--- src/hw/rtl/sebp_pkg.sv ---
// Shared types and constants for the STX/ETX block-check frame parser.
// No dependencies; imported by sebp_deframer and stx_etx_bcc_frame_parser.
package sebp_pkg;

  localparam logic [7:0] StartByte = 8'h02;
  localparam logic [7:0] EndByte   = 8'h03;

  localparam int unsigned LenW = 16;

  typedef enum logic [2:0] {
    EvType    = 3'd0,
    EvInstr   = 3'd1,
    EvPayload = 3'd2,
    EvGood    = 3'd3,
    EvDrop    = 3'd4
  } event_e;

  // Input operation codes.
  localparam logic OpByte    = 1'b0;
  localparam logic OpRelease = 1'b1;

  typedef struct packed {
    logic            valid;
    event_e          ev;
    logic [7:0]      value;
    logic [LenW-1:0] index;
    logic [LenW-1:0] length;
    logic            last;
  } result_t;

endpackage

--- src/hw/rtl/sebp_deframer.sv ---
// Frame state machine with length, payload counter and running XOR check.
// Depends on sebp_pkg. Produces at most one result per processed request.
module sebp_deframer (
  input  logic             clk_i,
  input  logic             rst_ni,
  input  logic             fire_i,
  input  logic             operation_i,
  input  logic [7:0]       rx_byte_i,
  output sebp_pkg::result_t res_o
);
  import sebp_pkg::*;

  typedef enum logic [8:0] {
    StHunt    = 9'b000000001,
    StLenHi   = 9'b000000010,
    StLenLo   = 9'b000000100,
    StType    = 9'b000001000,
    StInstr   = 9'b000010000,
    StPayload = 9'b000100000,
    StTail    = 9'b001000000,
    StCheck   = 9'b010000000,
    StDone    = 9'b100000000
  } phase_e;

  phase_e          phase_q, phase_d;
  logic [LenW-1:0] len_q, len_d;
  logic [LenW-1:0] count_q, count_d;
  logic [7:0]      check_q, check_d;
  logic [LenW-1:0] len_lo;
  logic [LenW:0]   count_inc;
  logic [LenW:0]   payload_len;
  logic            is_last;

  assign len_lo      = {len_q[LenW-1:8], rx_byte_i};
  assign count_inc   = {1'b0, count_q} + 17'd1;
  assign payload_len = {1'b0, len_q} - 17'd2;
  assign is_last     = (count_inc >= payload_len);

  always_comb begin
    phase_d = phase_q;
    len_d   = len_q;
    count_d = count_q;
    check_d = check_q;
    res_o   = '{valid: 1'b0, ev: EvType, value: rx_byte_i, index: '0,
                length: len_q, last: 1'b0};
    if (operation_i == OpRelease) begin
      phase_d = StHunt;
      len_d   = '0;
      count_d = '0;
      check_d = '0;
    end else begin
      unique case (phase_q)
        StLenHi: begin
          len_d   = {rx_byte_i, 8'h00};
          check_d = check_q ^ rx_byte_i;
          phase_d = StLenLo;
        end
        StLenLo: begin
          if (len_lo < 16'd2) begin
            // Short length: drop, reporting the full received length.
            res_o.valid  = 1'b1;
            res_o.ev     = EvDrop;
            res_o.length = len_lo;
            phase_d = StHunt;
            len_d   = '0;
            count_d = '0;
            check_d = '0;
          end else begin
            len_d   = len_lo;
            check_d = check_q ^ rx_byte_i;
            phase_d = StType;
          end
        end
        StType: begin
          res_o.valid = 1'b1;
          res_o.ev    = EvType;
          check_d = check_q ^ rx_byte_i;
          phase_d = StInstr;
        end
        StInstr: begin
          res_o.valid = 1'b1;
          res_o.ev    = EvInstr;
          check_d = check_q ^ rx_byte_i;
          count_d = '0;
          phase_d = (len_q == 16'd2) ? StTail : StPayload;
        end
        StPayload: begin
          res_o.valid = 1'b1;
          res_o.ev    = EvPayload;
          res_o.index = count_q;
          res_o.last  = is_last;
          check_d = check_q ^ rx_byte_i;
          count_d = count_inc[LenW-1:0];
          if (is_last) phase_d = StTail;
        end
        StTail: begin
          if (rx_byte_i != EndByte) begin
            res_o.valid = 1'b1;
            res_o.ev    = EvDrop;
            phase_d = StHunt;
            len_d   = '0;
            count_d = '0;
            check_d = '0;
          end else begin
            check_d = check_q ^ EndByte;
            phase_d = StCheck;
          end
        end
        StCheck: begin
          res_o.valid = 1'b1;
          if (rx_byte_i != check_q) begin
            res_o.ev = EvDrop;
            phase_d = StHunt;
            len_d   = '0;
            count_d = '0;
            check_d = '0;
          end else begin
            res_o.ev = EvGood;
            phase_d  = StDone;
          end
        end
        StDone: begin
          phase_d = StDone;
        end
        default: begin
          // Hunting, or an unexpected phase code, which behaves the same.
          len_d   = '0;
          count_d = '0;
          if (rx_byte_i == StartByte) begin
            check_d = StartByte;
            phase_d = StLenHi;
          end else begin
            check_d = '0;
            phase_d = StHunt;
          end
        end
      endcase
    end
    if (!fire_i) res_o.valid = 1'b0;
  end

  always_ff @(posedge clk_i or negedge rst_ni) begin
    if (!rst_ni) begin
      phase_q <= StHunt;
      len_q   <= '0;
      count_q <= '0;
      check_q <= '0;
    end else if (fire_i) begin
      phase_q <= phase_d;
      len_q   <= len_d;
      count_q <= count_d;
      check_q <= check_d;
    end
  end

endmodule

--- src/hw/rtl/stx_etx_bcc_frame_parser.sv ---
// Top level of the STX/ETX frame parser with XOR block check.
// Depends on sebp_pkg and sebp_deframer.
//
//   Channel   Direction  Handshake                 Payload
//   input     in         in_valid_i / in_stall_o   operation_i, rx_byte_i
//   output    out        out_valid_o / out_stall_i event_res_o, value_o,
//                                                  payload_index_o,
//                                                  frame_length_o, last_payload_o
//
// Each request passes through the input register, and its result, if any, is then
// held in the result register, which drives the outputs. One request per cycle is
// sustained while the output does not stall.
// Reset (rst_ni low, asynchronous) empties both registers and puts the frame
// state machine back to hunting for a start byte. A stall on the output holds
// the result register and, once the input register is also full, stalls the input.
module stx_etx_bcc_frame_parser (
  input  logic        clk_i,
  input  logic        rst_ni,
  input  logic        in_valid_i,
  output logic        in_stall_o,
  input  logic        operation_i,
  input  logic [7:0]  rx_byte_i,
  output logic        out_valid_o,
  input  logic        out_stall_i,
  output logic [2:0]  event_res_o,
  output logic [7:0]  value_o,
  output logic [15:0] payload_index_o,
  output logic [15:0] frame_length_o,
  output logic        last_payload_o
);
  import sebp_pkg::*;

  // Input register.
  logic       in_valid_q;
  logic       op_q;
  logic [7:0] byte_q;

  // Result register.
  logic    out_valid_q;
  result_t out_q;

  result_t res;
  logic    out_free;
  logic    advance;

  // The result register can take a new result when empty or being drained.
  assign out_free   = !out_valid_q || !out_stall_i;
  // The held request is processed whenever its result has somewhere to go.
  assign advance    = in_valid_q && out_free;
  assign in_stall_o = in_valid_q && !out_free;

  always_ff @(posedge clk_i or negedge rst_ni) begin
    if (!rst_ni) begin
      in_valid_q <= 1'b0;
    end else if (!in_stall_o) begin
      in_valid_q <= in_valid_i;
    end
  end

  always_ff @(posedge clk_i) begin
    if (in_valid_i && !in_stall_o) begin
      op_q   <= operation_i;
      byte_q <= rx_byte_i;
    end
  end

  sebp_deframer u_deframer (
    .clk_i       (clk_i),
    .rst_ni      (rst_ni),
    .fire_i      (advance),
    .operation_i (op_q),
    .rx_byte_i   (byte_q),
    .res_o       (res)
  );

  always_ff @(posedge clk_i or negedge rst_ni) begin
    if (!rst_ni) begin
      out_valid_q <= 1'b0;
    end else if (out_free) begin
      out_valid_q <= advance && res.valid;
    end
  end

  always_ff @(posedge clk_i) begin
    if (advance && res.valid) begin
      out_q <= res;
    end
  end

  assign out_valid_o     = out_valid_q;
  assign event_res_o     = out_q.ev;
  assign value_o         = out_q.value;
  assign payload_index_o = out_q.index;
  assign frame_length_o  = out_q.length;
  assign last_payload_o  = out_q.last;

endmodule
--- config.mk ---
export PLATFORM = sky130hd
export DESIGN_NAME = stx_etx_bcc_frame_parser
export DESIGN_NICKNAME = d
export VERILOG_FILES = /design/src/hw/rtl/sebp_pkg.sv /design/src/hw/rtl/sebp_deframer.sv /design/src/hw/rtl/stx_etx_bcc_frame_parser.sv
export SDC_FILE = /design/constraint.sdc
export NUM_CORES = 1
export LEC_CHECK = 0
export BUFFER_PORTS_ARGS = -buffer_cell sky130_fd_sc_hd__buf_2
export CORE_UTILIZATION = 30
export DETAILED_ROUTE_END_ITERATION = 12
export GPL_TIMING_DRIVEN = 0
export PLACE_DENSITY = 0.42
export SKIP_CTS_REPAIR_TIMING = 1
export SLEW_MARGIN = 10
export SYNTH_ARGS = -nofsm -noshare
export SYNTH_HDL_FRONTEND = slang
export SYNTH_HIERARCHICAL = 1
export SYNTH_SLANG_ARGS = --single-unit
--- constraint.sdc ---
create_clock -name clk_i -period 6.3 [get_ports clk_i]
set_input_delay 0.945 -clock clk_i [delete_from_list [all_inputs] [get_ports clk_i]]
set_output_delay 0.945 -clock clk_i [all_outputs]
set_load 0.1 [all_outputs]
==> metrics.md <==
| Metric | Value |
|---|---|
| Maxcap violations | `0` |
| Slowest-stage cell, CP | `o31ai_4` |
| Design Area, Final | `6350 sq um` |
| Layout cell share with drive strength beyond 1 | `20.8%` |
| Setup WS pre-CTS | `2.38 ns` |
| Critical path arrival | `4.13 ns` |
| Fillers | `1,751` |
| TNS Setup | `0 ns` |
| Post-synthesis xor/xnor area fraction | `between 5 and 6%` |
| Ys Warns | `6` |
| Inserted Clock Buffers | `9` |
| DR WL/cell | `16.8 microns` |
| Critical Path Fanout Max | `9` |
| Vias in the first global route | `3,949` |
| Max Transition Viols Final | `0` |
| Cell mode on critical path | `a21oi_1` |
| Reg clk slew, reported paths | `0.07 ns` |
| First-pass GRT wire length | `21.4 mm` |
| Pleak | `2.60 nW` |
| Worst hold-check path type | `reg -> reg` |
| Drt initial violations | `between 150 and 200` |
| CTS tree | `built` |
| Cells along the critical path | `nor3_1 -> and3_1 -> clkbuf_1 -> nand2_1 -> xor2_1 -> ha_1 -> a21o_1 -> a21oi_1 -> o211ai_1 -> o311ai_0 -> a21oi_1 -> o31ai_4 -> mux2_2` |
| DP HPWL | `9.80 mm` |
| Core region area | `17,500 sq um` |
| Clk sinks | `about 100` |
| Capturing element type of the critical path | `flop` |
| Syn Nets | `528` |
| Asr flop ratio synth | `49.0%` |
| IO Pins | `59` |
| Synthesized flop and latch total | `104` |
| Worst-Margin Slew | `0.975 ns` |
| Worst setup SP type | `flop` |
| Synth Area in Compound Gates | `11.5%` |
| Post-Synth Simple-Gate Area | `19.7%` |
| Maximum VDD drop | `128 uV` |
| Critical Setup Path Class | `reg -> reg` |
| CP max stage delay | `0.54 ns` |
| Final setup vio count | `0` |
| Routed Antenna Nets | `0` |
| Root buffer cell | `clkbuf_16` |
| Mapped cell area | `about 5400 sq um` |
| Initial Utilization | `31.0%` |
| Mux cell area share after synthesis | `approximately 1.8%` |
| Clock Path Buffers | `2` |
| Largest net degree at the start of global routing | `52` |
| Antenna cells | `0` |
| Fin crit period | `3.88 ns` |
| Gr ovfl total | `0` |
| Power per Cell Area | `213 nW/um^2` |
| Area grow syn2layout | `16.6%` |
| Post-synth top area cell | `edfxtp_1` |
| Post-synth top area share | `29.2%` |
| GRT Overall Usage | `15.5%` |
| Antenna violations before repair | `0` |
| Post-synth top cells | `54 x nand2_1, 53 x edfxtp_1, 50 x dfrtp_1, 37 x nor2_1, 26 x xnor2_1` |
| Die Wd | `137 microns` |
| # rows | `48` |
| Worst hold stages | `1` |
| Final WS setup | `2.42 ns` |
| WP data required | `~6.6 ns` |
| Drt total wl | `13.4 mm` |
| Final core occ | `36.2%` |
| Synth cell types | `61` |
| IO Port Bufs | `58` |
| Syn Inst Count | `496` |
| R2r worst-path depth | `13` |
| Hold Slack | `0.505 ns` |
| Post-synthesis adder-cell area fraction | `4.37%` |
| Number of iterations in the first detailed-routing pass | `4` |
| Highest clock rate | `roughly 260 MHz` |
| Primary FF master, synth | `edfxtp_1` |
| Syn Area/Cell | `11.0 sq um` |
| Drc violations | `0` |
| Number of synthesized flops with an enable pin | `53` |
| NumNets Final | `598` |
| Final hold vios | `0` |
| Via/cell ratio | `5.02` |
| Crit share post-route | `61.6%` |
| Largest family of logic cells by synthesized area | `simple AND/OR/NAND/NOR gates` |
| RePlAce Congestion | `0.840` |
| Worst-Skew Late Latency | `about 0.37 ns` |
| Synth top area cells | `edfxtp_1 29%, dfrtp_1 23%, ha_1 4.4%` |
| Die Ht | `137 microns` |
| DP Area | `just over 6000 sq um` |
| Unrepaired setup endpoints after global routing | `false` |
| Status | `complete, no violations` |
| Via Count | `3,999` |
| H-tree lvl count | `3` |
| Slew headroom | `34.8%` |
| Worst Clk Skew | `0.0128 ns` |
| Most frequent cell after synthesis | `nand2_1` |
| Die ar. | `18,700 sq um` |
| Sequential-to-total area share from yosys stat | `52.7%` |
-- path summary, 6_finish.rpt --
| path | endpoint | from | slack, ns |
|---|---|---|---|
| setup reg to reg | u_deframer/phase_q[2] | u_deframer/len_q[3] | 2.42 |
| setup / recovery | u_deframer/phase_q[2] | u_deframer/len_q[3] | 2.42 |
| hold reg to reg | u_deframer/check_q[2] | u_deframer/check_q[2] | 0.51 |
| hold / removal | u_deframer/check_q[2] | u_deframer/check_q[2] | 0.51 |
| min in group asynchronous | u_deframer/check_q[7] | rst_ni | 0.62 |
| max in group asynchronous | u_deframer/count_q[8] | rst_ni | 5.19 |
-- critical path, delay by kind of cell (launching register included) --
| kind | cells | cell delay [ns] |
|---|---|---|
| compound gates | 6 | 1.50 |
| xor+xnor | 1 | 0.15 |
| fa+ha+maj | 1 | 0.30 |
| buf+inv | 1 | 0.21 |
| flops | 1 | 0.46 |
| mux | 1 | 0.40 |
| simple gates | 3 | 0.74 |
-- logic make-up after synthesis --
group | count (synthesis)
buffers and inverters | 38
multiplexers | 9
adder cells (fa/ha/maj) | 19
XOR/XNOR | 36
AO/OA/AOI/OAI | 90
AND/OR/NAND/NOR | 200
flip-flops | 104
-- layout make-up --
class                   instances  area, sq um  area share, %
clock inverters                 6         71.3           1.12
well taps                     225          282           4.43
repair buffers                 59          313           4.93
clock buffers                  10          229           3.61
inverters                       8         30.0          0.473
multi-input cells             354         2360           37.2
flip-flops and latches        104         2870           45.2
plain buffers                  30          191           3.01
-- registers in the layout, indices dropped and copies added (netlist names) --
name / flops
u_deframer/len_q: 16
value_o: 8
byte_q: 8
payload_index_o: 16
u_deframer/phase_q: 9
op_q: 1
frame_length_o: 16
out_valid_o: 1
last_payload_o: 1
in_valid_q: 1
event_res_o: 3
u_deframer/check_q: 8
u_deframer/count_q: 16
-- through the flow --
step,std cells,total power [mW]
3_3_place_gp,779,0.790
3_5_place_dp,780,0.791
2_1_floorplan,496,0.766
6_report,796,1.35
4_1_cts,796,1.37
5_1_grt,796,1.40
-- routing by layer --
metal	share of wire, %	track usage [%]	routed length (microns)
met3	4.3	2.78	574
met5	0	0	0
met1	46	20.4	6220
met4	1.8	6.85	240
met2	47	24.7	6340
-- power breakdown --
| part | internal [mW] | switching (mW) |
|---|---|---|
| clock | 0.310 | 0.264 |
| sequential | 0.717 | 0.00965 |
| combinational | 0.0172 | 0.0312 |
-- cells in the final DEF, fill, tap and decap left out, types with 2 or more instances in the layout --
cell,netlist,routed
or4_1,3,3
a21oi_1,15,14
a211oi_1,2,2
a31oi_1,4,4
nand2_1,54,54
clkinvlp_4,0,2
nand3_1,11,11
nand3b_1,2,2
and3_1,5,5
xnor2_1,26,26
nand2b_1,7,7
buf_4,16,17
or3_1,4,4
o211ai_1,3,3
and2_1,20,20
o21ai_2,2,2
o21ai_1,10,10
o31ai_1,2,2
nor4_1,6,6
o21ai_0,24,24
clkbuf_16,0,9
mux2_2,7,7
nand4_1,12,12
nor2_1,37,37
nor4_4,2,2
buf_2,3,60
a21o_1,2,2
clkinv_4,0,3
clkbuf_1,8,9
inv_1,8,8
ha_1,19,19
a22o_1,15,15
xor2_1,10,10
dfrtp_1,50,50
nor2b_1,9,9
and4_1,5,5
edfxtp_1,53,53
nor3_1,13,13
buf_6,2,2
No activity file was read; power rests on OpenSTA's default activity.
